**config.mk**
```make
export PLATFORM = sky130hd
export DESIGN_NAME = rv64_instruction_decoder_core
export DESIGN_NICKNAME = d
export VERILOG_FILES = /design/src/sv/rdec_pkg.sv /design/src/sv/rv64_instruction_decoder_core.sv /design/src/sv/rdec_logic.sv
export SDC_FILE = /design/constraint.sdc
export NUM_CORES = 1
export LEC_CHECK = 0
export BUFFER_PORTS_ARGS = -buffer_cell sky130_fd_sc_hd__buf_4
export CAP_MARGIN = 30
export CORE_ASPECT_RATIO = 1.4
export CORE_MARGIN = 5
export CORE_UTILIZATION = 25
export CTS_BUF_LIST = sky130_fd_sc_hd__clkbuf_16
export CTS_CLUSTER_DIAMETER = 150
export DETAILED_ROUTE_END_ITERATION = 16
export GPL_TIMING_DRIVEN = 0
export PLACE_DENSITY = 0.44
export SLEW_MARGIN = 15
export SYNTH_ARGS = -nofsm -noshare
export SYNTH_HDL_FRONTEND = slang
export SYNTH_SLANG_ARGS = --single-unit
```
**constraint.sdc**
```tcl
create_clock -name aclk -period 4.1 [get_ports aclk]
set_input_delay 0.82 -clock aclk [delete_from_list [all_inputs] [get_ports aclk]]
set_output_delay 0.82 -clock aclk [all_outputs]
set_load 0.05 [all_outputs]
```
**src/sv/rdec_pkg.sv**
```systemverilog
// ----------------------------------------------------------------------------
// rdec_pkg
// shared types and constants of the rv64 instruction decoder
// ----------------------------------------------------------------------------
package rdec_pkg;

    localparam int InWidth  = 32;
    localparam int OutWidth = 104;

    localparam logic [6:0] OPC_LUI    = 7'h37;
    localparam logic [6:0] OPC_AUIPC  = 7'h17;
    localparam logic [6:0] OPC_JAL    = 7'h6F;
    localparam logic [6:0] OPC_JALR   = 7'h67;
    localparam logic [6:0] OPC_BRANCH = 7'h63;
    localparam logic [6:0] OPC_LOAD   = 7'h03;
    localparam logic [6:0] OPC_STORE  = 7'h23;
    localparam logic [6:0] OPC_OPIMM  = 7'h13;
    localparam logic [6:0] OPC_OPIMMW = 7'h1B;
    localparam logic [6:0] OPC_OP     = 7'h33;
    localparam logic [6:0] OPC_OPW    = 7'h3B;
    localparam logic [6:0] OPC_AMO    = 7'h2F;
    localparam logic [6:0] OPC_FENCE  = 7'h0F;
    localparam logic [6:0] OPC_SYSTEM = 7'h73;

    localparam logic [31:0] W_ECALL   = 32'h0000_0073;
    localparam logic [31:0] W_EBREAK  = 32'h0010_0073;
    localparam logic [31:0] W_MRET    = 32'h3020_0073;
    localparam logic [31:0] W_SRET    = 32'h1020_0073;
    localparam logic [31:0] W_WFI     = 32'h1050_0073;
    localparam logic [31:0] SFV_MASK  = 32'hFE00_7FFF;
    localparam logic [31:0] SFV_MATCH = 32'h1200_0073;

    localparam logic [6:0] K_ILLEGAL = 7'd0;
    localparam logic [6:0] K_LUI     = 7'd1;
    localparam logic [6:0] K_AUIPC   = 7'd2;
    localparam logic [6:0] K_JAL     = 7'd3;
    localparam logic [6:0] K_JALR    = 7'd4;
    localparam logic [6:0] K_LOAD0   = 7'd11;
    localparam logic [6:0] K_STORE0  = 7'd18;
    localparam logic [6:0] K_SLLI    = 7'd28;
    localparam logic [6:0] K_SRLI    = 7'd29;
    localparam logic [6:0] K_SRAI    = 7'd30;
    localparam logic [6:0] K_ADDIW   = 7'd31;
    localparam logic [6:0] K_SLLIW   = 7'd32;
    localparam logic [6:0] K_SRLIW   = 7'd33;
    localparam logic [6:0] K_SRAIW   = 7'd34;
    localparam logic [6:0] K_ADD0    = 7'd35;
    localparam logic [6:0] K_SUB     = 7'd43;
    localparam logic [6:0] K_SRA     = 7'd44;
    localparam logic [6:0] K_MUL0    = 7'd45;
    localparam logic [6:0] K_SUBW    = 7'd56;
    localparam logic [6:0] K_SRAW    = 7'd57;
    localparam logic [6:0] K_AMO0    = 7'd63;
    localparam logic [6:0] K_FENCE   = 7'd85;
    localparam logic [6:0] K_FENCEI  = 7'd86;
    localparam logic [6:0] K_ECALL   = 7'd87;
    localparam logic [6:0] K_EBREAK  = 7'd88;
    localparam logic [6:0] K_MRET    = 7'd89;
    localparam logic [6:0] K_SRET    = 7'd90;
    localparam logic [6:0] K_WFI     = 7'd91;
    localparam logic [6:0] K_SFENCE  = 7'd92;
    localparam logic [6:0] K_CSR0    = 7'd93;
    localparam logic [6:0] K_MAX     = 7'd98;

    typedef struct packed {
        logic        release_flag;
        logic        acquire_flag;
        logic [11:0] csr_number;
        logic [63:0] imm_value;
        logic [4:0]  src2_reg;
        logic [4:0]  src1_reg;
        logic [4:0]  dest_reg;
        logic [6:0]  op_kind;
    } dec_out_t;

    function automatic logic [6:0] branch_kind(input logic [2:0] f3);
        logic [6:0] k;
        unique case (f3)
            3'd0: k = 7'd5;
            3'd1: k = 7'd6;
            3'd4: k = 7'd7;
            3'd5: k = 7'd8;
            3'd6: k = 7'd9;
            3'd7: k = 7'd10;
            default: k = K_ILLEGAL;
        endcase
        return k;
    endfunction

    function automatic logic [6:0] opimm_kind(input logic [2:0] f3);
        logic [6:0] k;
        unique case (f3)
            3'd0: k = 7'd22;
            3'd2: k = 7'd23;
            3'd3: k = 7'd24;
            3'd4: k = 7'd25;
            3'd6: k = 7'd26;
            3'd7: k = 7'd27;
            default: k = K_ILLEGAL;
        endcase
        return k;
    endfunction

    function automatic logic [6:0] opw_kind(input logic [2:0] f3);
        logic [6:0] k;
        unique case (f3)
            3'd0: k = 7'd53;
            3'd1: k = 7'd54;
            3'd5: k = 7'd55;
            default: k = K_ILLEGAL;
        endcase
        return k;
    endfunction

    function automatic logic [6:0] mulw_kind(input logic [2:0] f3);
        logic [6:0] k;
        unique case (f3)
            3'd0: k = 7'd58;
            3'd4: k = 7'd59;
            3'd5: k = 7'd60;
            3'd6: k = 7'd61;
            3'd7: k = 7'd62;
            default: k = K_ILLEGAL;
        endcase
        return k;
    endfunction

    // pair index plus one, zero when the funct5 is unused
    function automatic logic [3:0] amo_slot(input logic [4:0] f5);
        logic [3:0] s;
        unique case (f5)
            5'd0:  s = 4'd4;
            5'd1:  s = 4'd3;
            5'd2:  s = 4'd1;
            5'd3:  s = 4'd2;
            5'd4:  s = 4'd5;
            5'd8:  s = 4'd7;
            5'd12: s = 4'd6;
            5'd16: s = 4'd8;
            5'd20: s = 4'd9;
            5'd24: s = 4'd10;
            5'd28: s = 4'd11;
            default: s = 4'd0;
        endcase
        return s;
    endfunction

endpackage

```
**src/sv/rv64_instruction_decoder_core.sv**
```systemverilog
// ----------------------------------------------------------------------------
// rv64_instruction_decoder_core
// rv64ima instruction decoder with stream handshakes
// ----------------------------------------------------------------------------
// Takes one 32-bit instruction beat per cycle while m_tready allows and
// returns one decoded beat. The word is held in an input register, decoded
// by a single combinational pass and captured in the result register, from
// which it drives the result port, so the block sustains one beat per cycle
// while m_tready is high; each of the two register stages refills in the
// same cycle its content is taken.
module rv64_instruction_decoder_core (
    input  logic                          aclk,
    input  logic                          aresetn,
    input  logic                          s_tvalid,
    output logic                          s_tready,
    input  logic [rdec_pkg::InWidth-1:0]  s_tdata,  // instruction_word
    output logic                          m_tvalid,
    input  logic                          m_tready,
    // op_kind, dest_reg, src1_reg, src2_reg, imm_value, csr_number,
    // acquire_flag, release_flag
    output logic [rdec_pkg::OutWidth-1:0] m_tdata
);
    import rdec_pkg::*;

    logic        in_vld_reg;
    logic [31:0] in_word_reg;
    logic        out_vld_reg;
    dec_out_t    out_reg;
    dec_out_t    dec;
    logic        out_free, in_free;

    assign out_free = !out_vld_reg || m_tready;
    assign in_free  = !in_vld_reg || out_free;
    assign s_tready = in_free;

    rdec_logic u_logic (
        .instr (in_word_reg),
        .dec   (dec)
    );

    always_ff @(posedge aclk) begin
        if (!aresetn) begin
            in_vld_reg  <= 1'b0;
            out_vld_reg <= 1'b0;
        end else begin
            if (in_free) in_vld_reg <= s_tvalid;
            if (out_free) out_vld_reg <= in_vld_reg;
        end
    end

    always_ff @(posedge aclk) begin
        if (in_free && s_tvalid) in_word_reg <= s_tdata;
        if (out_free && in_vld_reg) out_reg <= dec;
    end

    assign m_tvalid = out_vld_reg;
    assign m_tdata  = {4'd0, out_reg};

endmodule

```
**src/sv/rdec_logic.sv**
```systemverilog
// ----------------------------------------------------------------------------
// rdec_logic
// combinational decode of one instruction word into its result fields
// ----------------------------------------------------------------------------
module rdec_logic (
    input  logic [31:0]        instr,
    output rdec_pkg::dec_out_t dec
);
    import rdec_pkg::*;

    logic [6:0]  opc;
    logic [2:0]  f3;
    logic [6:0]  f7;
    logic [63:0] ii, si, bi, ui, ji, sh6, sh5, uimm;
    logic [3:0]  slot;
    logic [6:0]  kind;
    logic [63:0] imm;
    logic [11:0] csr;
    logic        aq, rl;

    assign opc  = instr[6:0];
    assign f3   = instr[14:12];
    assign f7   = instr[31:25];
    assign ii   = {{52{instr[31]}}, instr[31:20]};
    assign si   = {{52{instr[31]}}, instr[31:25], instr[11:7]};
    assign bi   = {{52{instr[31]}}, instr[7], instr[30:25], instr[11:8], 1'b0};
    assign ui   = {{32{instr[31]}}, instr[31:12], 12'd0};
    assign ji   = {{44{instr[31]}}, instr[19:12], instr[20], instr[30:21], 1'b0};
    assign sh6  = {58'd0, instr[25:20]};
    assign sh5  = {59'd0, instr[24:20]};
    assign uimm = {59'd0, instr[19:15]};
    assign slot = amo_slot(instr[31:27]);

    always_comb begin
        kind = K_ILLEGAL;
        imm  = '0;
        csr  = '0;
        aq   = 1'b0;
        rl   = 1'b0;
        unique case (opc)
            OPC_LUI: begin
                kind = K_LUI; imm = ui;
            end
            OPC_AUIPC: begin
                kind = K_AUIPC; imm = ui;
            end
            OPC_JAL: begin
                kind = K_JAL; imm = ji;
            end
            OPC_JALR: begin
                if (f3 == 3'd0) begin
                    kind = K_JALR; imm = ii;
                end
            end
            OPC_BRANCH: begin
                kind = branch_kind(f3); imm = bi;
            end
            OPC_LOAD: begin
                kind = (f3 != 3'd7) ? K_LOAD0 + {4'd0, f3} : K_ILLEGAL;
                imm  = ii;
            end
            OPC_STORE: begin
                kind = (f3[2] == 1'b0) ? K_STORE0 + {4'd0, f3} : K_ILLEGAL;
                imm  = si;
            end
            OPC_OPIMM: begin
                if (f3 == 3'd1) begin
                    if (instr[31:26] == 6'd0) begin
                        kind = K_SLLI; imm = sh6;
                    end
                end else if (f3 == 3'd5) begin
                    if (instr[31:26] == 6'd0) begin
                        kind = K_SRLI; imm = sh6;
                    end else if (instr[31:26] == 6'h10) begin
                        kind = K_SRAI; imm = sh6;
                    end
                end else begin
                    kind = opimm_kind(f3); imm = ii;
                end
            end
            OPC_OPIMMW: begin
                if (f3 == 3'd0) begin
                    kind = K_ADDIW; imm = ii;
                end else if (f3 == 3'd1 && f7 == 7'd0) begin
                    kind = K_SLLIW; imm = sh5;
                end else if (f3 == 3'd5 && f7 == 7'd0) begin
                    kind = K_SRLIW; imm = sh5;
                end else if (f3 == 3'd5 && f7 == 7'h20) begin
                    kind = K_SRAIW; imm = sh5;
                end
            end
            OPC_OP: begin
                if (f7 == 7'd0) kind = K_ADD0 + {4'd0, f3};
                else if (f7 == 7'h20)
                    kind = (f3 == 3'd0) ? K_SUB : (f3 == 3'd5) ? K_SRA : K_ILLEGAL;
                else if (f7 == 7'd1) kind = K_MUL0 + {4'd0, f3};
            end
            OPC_OPW: begin
                if (f7 == 7'd0) kind = opw_kind(f3);
                else if (f7 == 7'h20)
                    kind = (f3 == 3'd0) ? K_SUBW : (f3 == 3'd5) ? K_SRAW : K_ILLEGAL;
                else if (f7 == 7'd1) kind = mulw_kind(f3);
            end
            OPC_AMO: begin
                if (f3 == 3'd2 || f3 == 3'd3) begin
                    if (slot != 4'd0)
                        kind = K_AMO0 + {2'd0, slot - 4'd1, 1'b0} + {6'd0, f3[0]};
                    if (slot == 4'd1 && instr[24:20] != 5'd0) begin
                        kind = K_ILLEGAL;
                    end else begin
                        aq = instr[26];
                        rl = instr[25];
                    end
                end
            end
            OPC_FENCE: begin
                if (f3 == 3'd0) kind = K_FENCE;
                else if (f3 == 3'd1 && instr[31:15] == 17'd0 && instr[11:7] == 5'd0)
                    kind = K_FENCEI;
            end
            OPC_SYSTEM: begin
                if (instr == W_ECALL) kind = K_ECALL;
                else if (instr == W_EBREAK) kind = K_EBREAK;
                else if (instr == W_MRET) kind = K_MRET;
                else if (instr == W_SRET) kind = K_SRET;
                else if (instr == W_WFI) kind = K_WFI;
                else if ((instr & SFV_MASK) == SFV_MATCH) kind = K_SFENCE;
                else if (f3 != 3'd0 && f3 != 3'd4) begin
                    kind = (f3[2] == 1'b0) ? K_CSR0 + {4'd0, f3} - 7'd1
                                           : K_CSR0 + {4'd0, f3} - 7'd2;
                    csr  = instr[31:20];
                    if (f3[2]) imm = uimm;
                end
            end
            default: begin
                kind = K_ILLEGAL;
            end
        endcase
        if (kind == K_ILLEGAL && opc != OPC_BRANCH && opc != OPC_LOAD && opc != OPC_STORE)
            imm = '0;
    end

    assign dec.op_kind      = kind;
    assign dec.dest_reg     = instr[11:7];
    assign dec.src1_reg     = instr[19:15];
    assign dec.src2_reg     = instr[24:20];
    assign dec.imm_value    = imm;
    assign dec.csr_number   = csr;
    assign dec.acquire_flag = aq;
    assign dec.release_flag = rl;

endmodule

```
---- Word level (Yosys, flattened, before mapping) ----
Memories as Yosys holds them, arrays and structs flattened. A register that Yosys moved wholly into a read port is not among the register bits.
Cells that the tools add are included.
operators by class
  add/subtract/negate cells ............... 10
  equality and inequality tests ........... 36
  muxes and demuxes ....................... 60
  bitwise gates (word level) .............. 4
  reduce and logical (&&, ||, !) cells .... 29
operators with widths
  operator                                         count
  two-way mux 64 bit                               14
  one-hot mux 64 bit (9 select lines)              1
  two-way mux 7 bit                                29
  one-hot mux 7 bit (14 select lines)              1
  == test 32 x 29 -> 1 bit, second input constant  2
  == test 7 x 6 -> 1 bit, second input constant    6
  == test 32 x 21 -> 1 bit, second input constant  1
  == test 32 x 30 -> 1 bit, second input constant  1
  == test 32 x 7 -> 1 bit, second input constant   1
  two-way mux 6 bit                                5
  one-hot mux 5 bit (6 select lines)               1
  one-hot mux 6 bit (5 select lines)               1
  == test 7 bit, second input constant             4
  two-way mux 5 bit                                5
  one-hot mux 4 bit (6 select lines)               1
  == test 22 x 19 -> 1 bit, second input constant  1
  == test 7 x 5 -> 1 bit, second input constant    3
  one-hot mux 6 bit (3 select lines)               1
  zero test 17 bit                                 1
  adder 6 x 3 -> 7 bit, first input constant       2
  zero test 7 bit                                  2
  == test 3 bit, second input constant             4
  logical AND 1 bit                                12
  OR reduction 8 bit                               1
  31 further kinds                                 39
word-level totals
  flip-flop bits (word level) ............. 134
  ROM bits ................................ 128
  output and inout port bits .............. 106
  word-level logic and storage cells ...... 151
  memories ................................ 1
memory list
  name             words  bits a word  read ports  clocked after Yosys merged registers in  write ports  RTL line         source
  (no name shown)  32     4            1           1                                        0            rdec_pkg.sv:131  unique case (f5)

---- Logic depth before layout (Yosys ltp) ----
  word-level depth ........................ 15
  gate-level depth with buffers ........... 14
  gate-level depth less buffers ........... 11

---- Cells and area by module ----
Synthesis repeated with hierarchy kept, for this count alone.
second synthesis, totals
  cell total of the unflattened synthesis .. 622
  area, all modules ....................... 7121.8 µm²
by module, submodules not included
  module                         times used  cells each  area an instance (µm²)  seq. area each (µm²)
  rv64_instruction_decoder_core  1           146         4101.4                  4003.8
  rdec_logic                     1           476         3020.4                  0.0

---- Worst setup path after synthesis ----
No wires, ideal clock.
  path type ............................... input to register
  start ................................... input m_tready
  end ..................................... register out_reg, in the netlist m_tdata[0], enable pin
  library setup time ...................... 0.503 ns
  arrival time ............................ 3.921 ns
  data required time ...................... 3.597 ns
  setup slack ............................. -0.324 ns
  stages on the path ...................... 2
  buffers on the path ..................... 0
  cell sequence ........................... nor2b_1 > nor2b_1
between the ends
  cells in the longest elaborated chain, start to end .. 2
ends and longest elaborated chain
  what                  RTL line                             source
  start, declared       rv64_instruction_decoder_core.sv:18  input logic m_tready,
  logical OR 1 bit      rv64_instruction_decoder_core.sv:32  assign out_free = !out_vld_reg || m_tready;
  logical AND 1 bit     rv64_instruction_decoder_core.sv:53  if (out_free && in_vld_reg) out_reg <= dec;
  end signal, assigned  rv64_instruction_decoder_core.sv:53
  end, declared         rv64_instruction_decoder_core.sv:28  dec_out_t out_reg;
No other way between the ends.
A chain may end at the register's enable or synchronous reset.

==> impl_metrics.py <==
metrics = {
    "worst_setup_path": {
        "crit_type": "reg -> reg",
        "worstSetupStartpointType": "register",
        "critPathMaxFanout": 11,
        "required_ns": 4.20,
        "endpoint_kind": "register",
        "r2r.worst_path.cells": 13,
        "crit_arrival_ns": 4.08,
    },
    "run": {
        "drv_cap": 0,
    },
    "floorplan": {
        "die-area_um2": 27200,
        "rows": 67,
        "core_um2": 23800,
        "fp.dieH_um": 193,
        "die_w_um": 141,
        "io_pins": 142,
        "start_util_pct": 25.2,
    },
    "pwr": {
        "vdd_drop_max_uv": 192,
        "power.leakage_nw": 2.98,
        "power.density_nw_per_um2": 354,
    },
    "sta": {
        "hold_viol": 0,
        "setup_violations": 0,
        "min_period_over_period_pct": 97.0,
        "worstMarginPinSlew_ns": 0.900,
        "rsz0062_at_grt": "no",
        "final_max_slew_viol_count": 0,
        "period_minus_slack_ns": 3.98,
        "skew_ns": 0.0108,
        "relSlewSlack_pct": 39.9,
        "max_freq_mhz": 252,
        "hold_ws_ns": 0.501,
    },
    "routing": {
        "vias": 5170,
        "wire_per_inst_um": 22.0,
        "route.detailed.drc": 0,
        "first_iter_violations": 376,
        "totalWireLength_um": 22700,
        "antenna_left": 0,
        "via_per_inst": 5.03,
        "drt_pass1_iterations": 6,
    },
    "synth": {
        "synth_top_flop_cell": "edfxtp_1",
        "synth_largest_area_cell": "edfxtp_1",
        "synth_edf_count": 100,
        "async_flop_share_pct": 0,
        "syn-instance-count": 554,
        "postSynthRegisterBits": 106,
        "yosys-top-cells-count": "edfxtp_1 (100), nand2_1 (43), a21oi_1 (42), nor2_1 (38), buf_4 (37)",
        "yosysMostFrequentCell": "edfxtp_1",
        "synth_warnings": 0,
        "yosys-top-cells-area": "edfxtp_1 (50%), buf_4 (4.6%), ha_1 (3.8%)",
        "yosysUniqueCellTypes": 71,
        "synthesis.area_um2": 5990,
        "avgSynthCellArea_um2": 10.8,
        "netlist.area_leader.share_pct": 50.1,
        "yosysSeqAreaShare_pct": 52.1,
    },
    "grt": {
        "antenna_found_initial": 0,
        "grt_pass1_wl_um": 32800,
        "grt.total_usage_pct": 16.3,
        "overflow": 0,
        "grt_max_degree": 34,
        "grt_pass1_vias": 5177,
    },
    "clock_network": {
        "cts_sinks": 106,
        "root_buffer": "clkbuf_16",
        "numCtsBuffers": 9,
        "clk_latency_ns": 0.37,
        "clk_pin_slew_ns": 0.08,
        "cts_hold_buf": 0,
        "cts_tree": "done",
        "clockBufferDepth": 2,
        "htreeDepth": 3,
    },
    "finish": {
        "diodes": 0,
        "fin_cells": 1028,
        "fillers": 2471,
        "final_nets": 767,
        "drive_above_1_share_pct": 32.9,
        "syn_to_final_growth_pct": 32.2,
        "largest_reg_flops": 68,
    },
    "placed_design": {
        "dp_hpwl_um": 17800,
        "gp_congestion": 0.939,
        "io_buffers": 137,
        "dp_cells": 1008,
    },
    "min_path": {
        "holdPathStages": 0,
        "hp-class": "reg -> reg",
    },
    "run_status": {
        "status": "finished clean",
    },
}
what timing repair did:
action | 4_1_cts | 5_1_grt
setup endpoints to repair | 32 | 24
pin swaps | 2 | 1
buffers inserted | 5 | 0
gates resized for setup | 13 | 1
where the power goes:
group	leakage (nW)	total, mW	switching [mW]	internal, mW
sequential	0.968	1.29	0.0488	1.24
clock	0.151	0.919	0.434	0.486
combinational	1.86	0.594	0.396	0.198
per-layer routing:
layer  share of wire (%)  up-vias  wire length [um]  GRT usage (%)
li1                    -     2369                 -              -
met1                  38     2494              8690           18.8
met2                  50      250             11400           28.6
met3                 6.5       57              1460           3.18
met4                 4.9        0              1120           8.72
met5                   0        -                 0              0
placed cells by master (no fill, tap or decap), types with 4 or more instances in the layout:
| cell | count |
|---|---|
| nor4b_1 | 4 |
| o211ai_1 | 5 |
| nand3_1 | 7 |
| o22ai_1 | 4 |
| clkbuf_1 | 9 |
| nand4b_1 | 4 |
| and3_1 | 6 |
| and4bb_2 | 4 |
| dfxtp_1 | 6 |
| nor4_1 | 6 |
| ha_1 | 16 |
| mux2i_1 | 9 |
| nor3b_1 | 5 |
| conb_1 | 4 |
| or4_1 | 5 |
| nor2_1 | 37 |
| nor3_1 | 20 |
| or2_2 | 7 |
| clkbuf_16 | 9 |
| o21ai_0 | 18 |
| a21o_1 | 5 |
| a21oi_1 | 42 |
| a22oi_1 | 4 |
| a211oi_1 | 6 |
| buf_2 | 5 |
| nand2_1 | 43 |
| nor2b_1 | 11 |
| or3_1 | 8 |
| nand4_1 | 5 |
| and2_1 | 13 |
| nand2b_1 | 5 |
| inv_1 | 17 |
| buf_6 | 4 |
| buf_4 | 178 |
| a222oi_1 | 4 |
| xnor2_1 | 6 |
| edfxtp_1 | 100 |
worst paths after layout:
kind                                                 from                         to  slack, ns
worst max-delay path            in_word_reg[12]$_DFFE_PP_  m_tdata[50]$_SDFFCE_PP0P_       0.12
worst min-delay path             in_word_reg[9]$_DFFE_PP_       m_tdata[9]$_DFFE_PP_       0.50
worst max register to register  in_word_reg[12]$_DFFE_PP_  m_tdata[50]$_SDFFCE_PP0P_       0.12
worst min register to register   in_word_reg[9]$_DFFE_PP_       m_tdata[9]$_DFFE_PP_       0.50
worst max-delay path, stage by stage (launching register included):
cell and delay [ns]:
edfxtp_1 0.47, buf_6 0.21, ha_4 0.22, ha_1 0.29, nor2_1 0.19, a2111oi_0 0.13
buf_1 0.18, a2111o_1 0.38, or4_4 0.55, or4_4 0.44, nor4_4 0.21, buf_6 0.21
buf_6 0.16, a21oi_1 0.06
logic make-up (layout without fill, tap and decap cells):
family | count (synthesis) | count (layout) | synth area share (%)
simple gates | 212 | 212 | 20.4
compound gates | 120 | 120 | 13.2
flops | 106 | 106 | 52.1
buf+inv | 80 | 241 | 7.81
fa+ha+maj | 18 | 18 | 3.76
mux | 9 | 9 | 1.50
xor+xnor | 8 | 8 | 1.17
other cells | 1 | 4 | 0.0626
final cells by class:
class	count	area, um^2	area share, %
tap	310	388	4.90
multi-input combinational	371	2460	31.1
clock buffer	9	225	2.84
sequential	106	3120	39.4
buffer	59	398	5.02
inverter	19	76.3	0.964
clock inverter	7	87.6	1.11
timing repair buffer	147	1160	14.7
per-stage QoR:
step / total power [mW] / utilization, % / TNS, ns / setup WS [ns] / area, um^2
6_report: 2.81 / 33.3 / 0 / 0.124 / 7920
5_1_grt: 2.90 / 33.3 / 0 / 0.00792 / 7920
4_1_cts: 2.83 / 33.2 / 0 / 0.0123 / 7900
3_5_place_dp: 1.91 / 31.6 / -28.23 / -0.961 / 7510
3_3_place_gp: 1.89 / 31.2 / -30.25 / -1.01 / 7420
2_1_floorplan: 1.68 / - / 0 / 0.504 / 6010
Power figures use the tool's default switching activity.
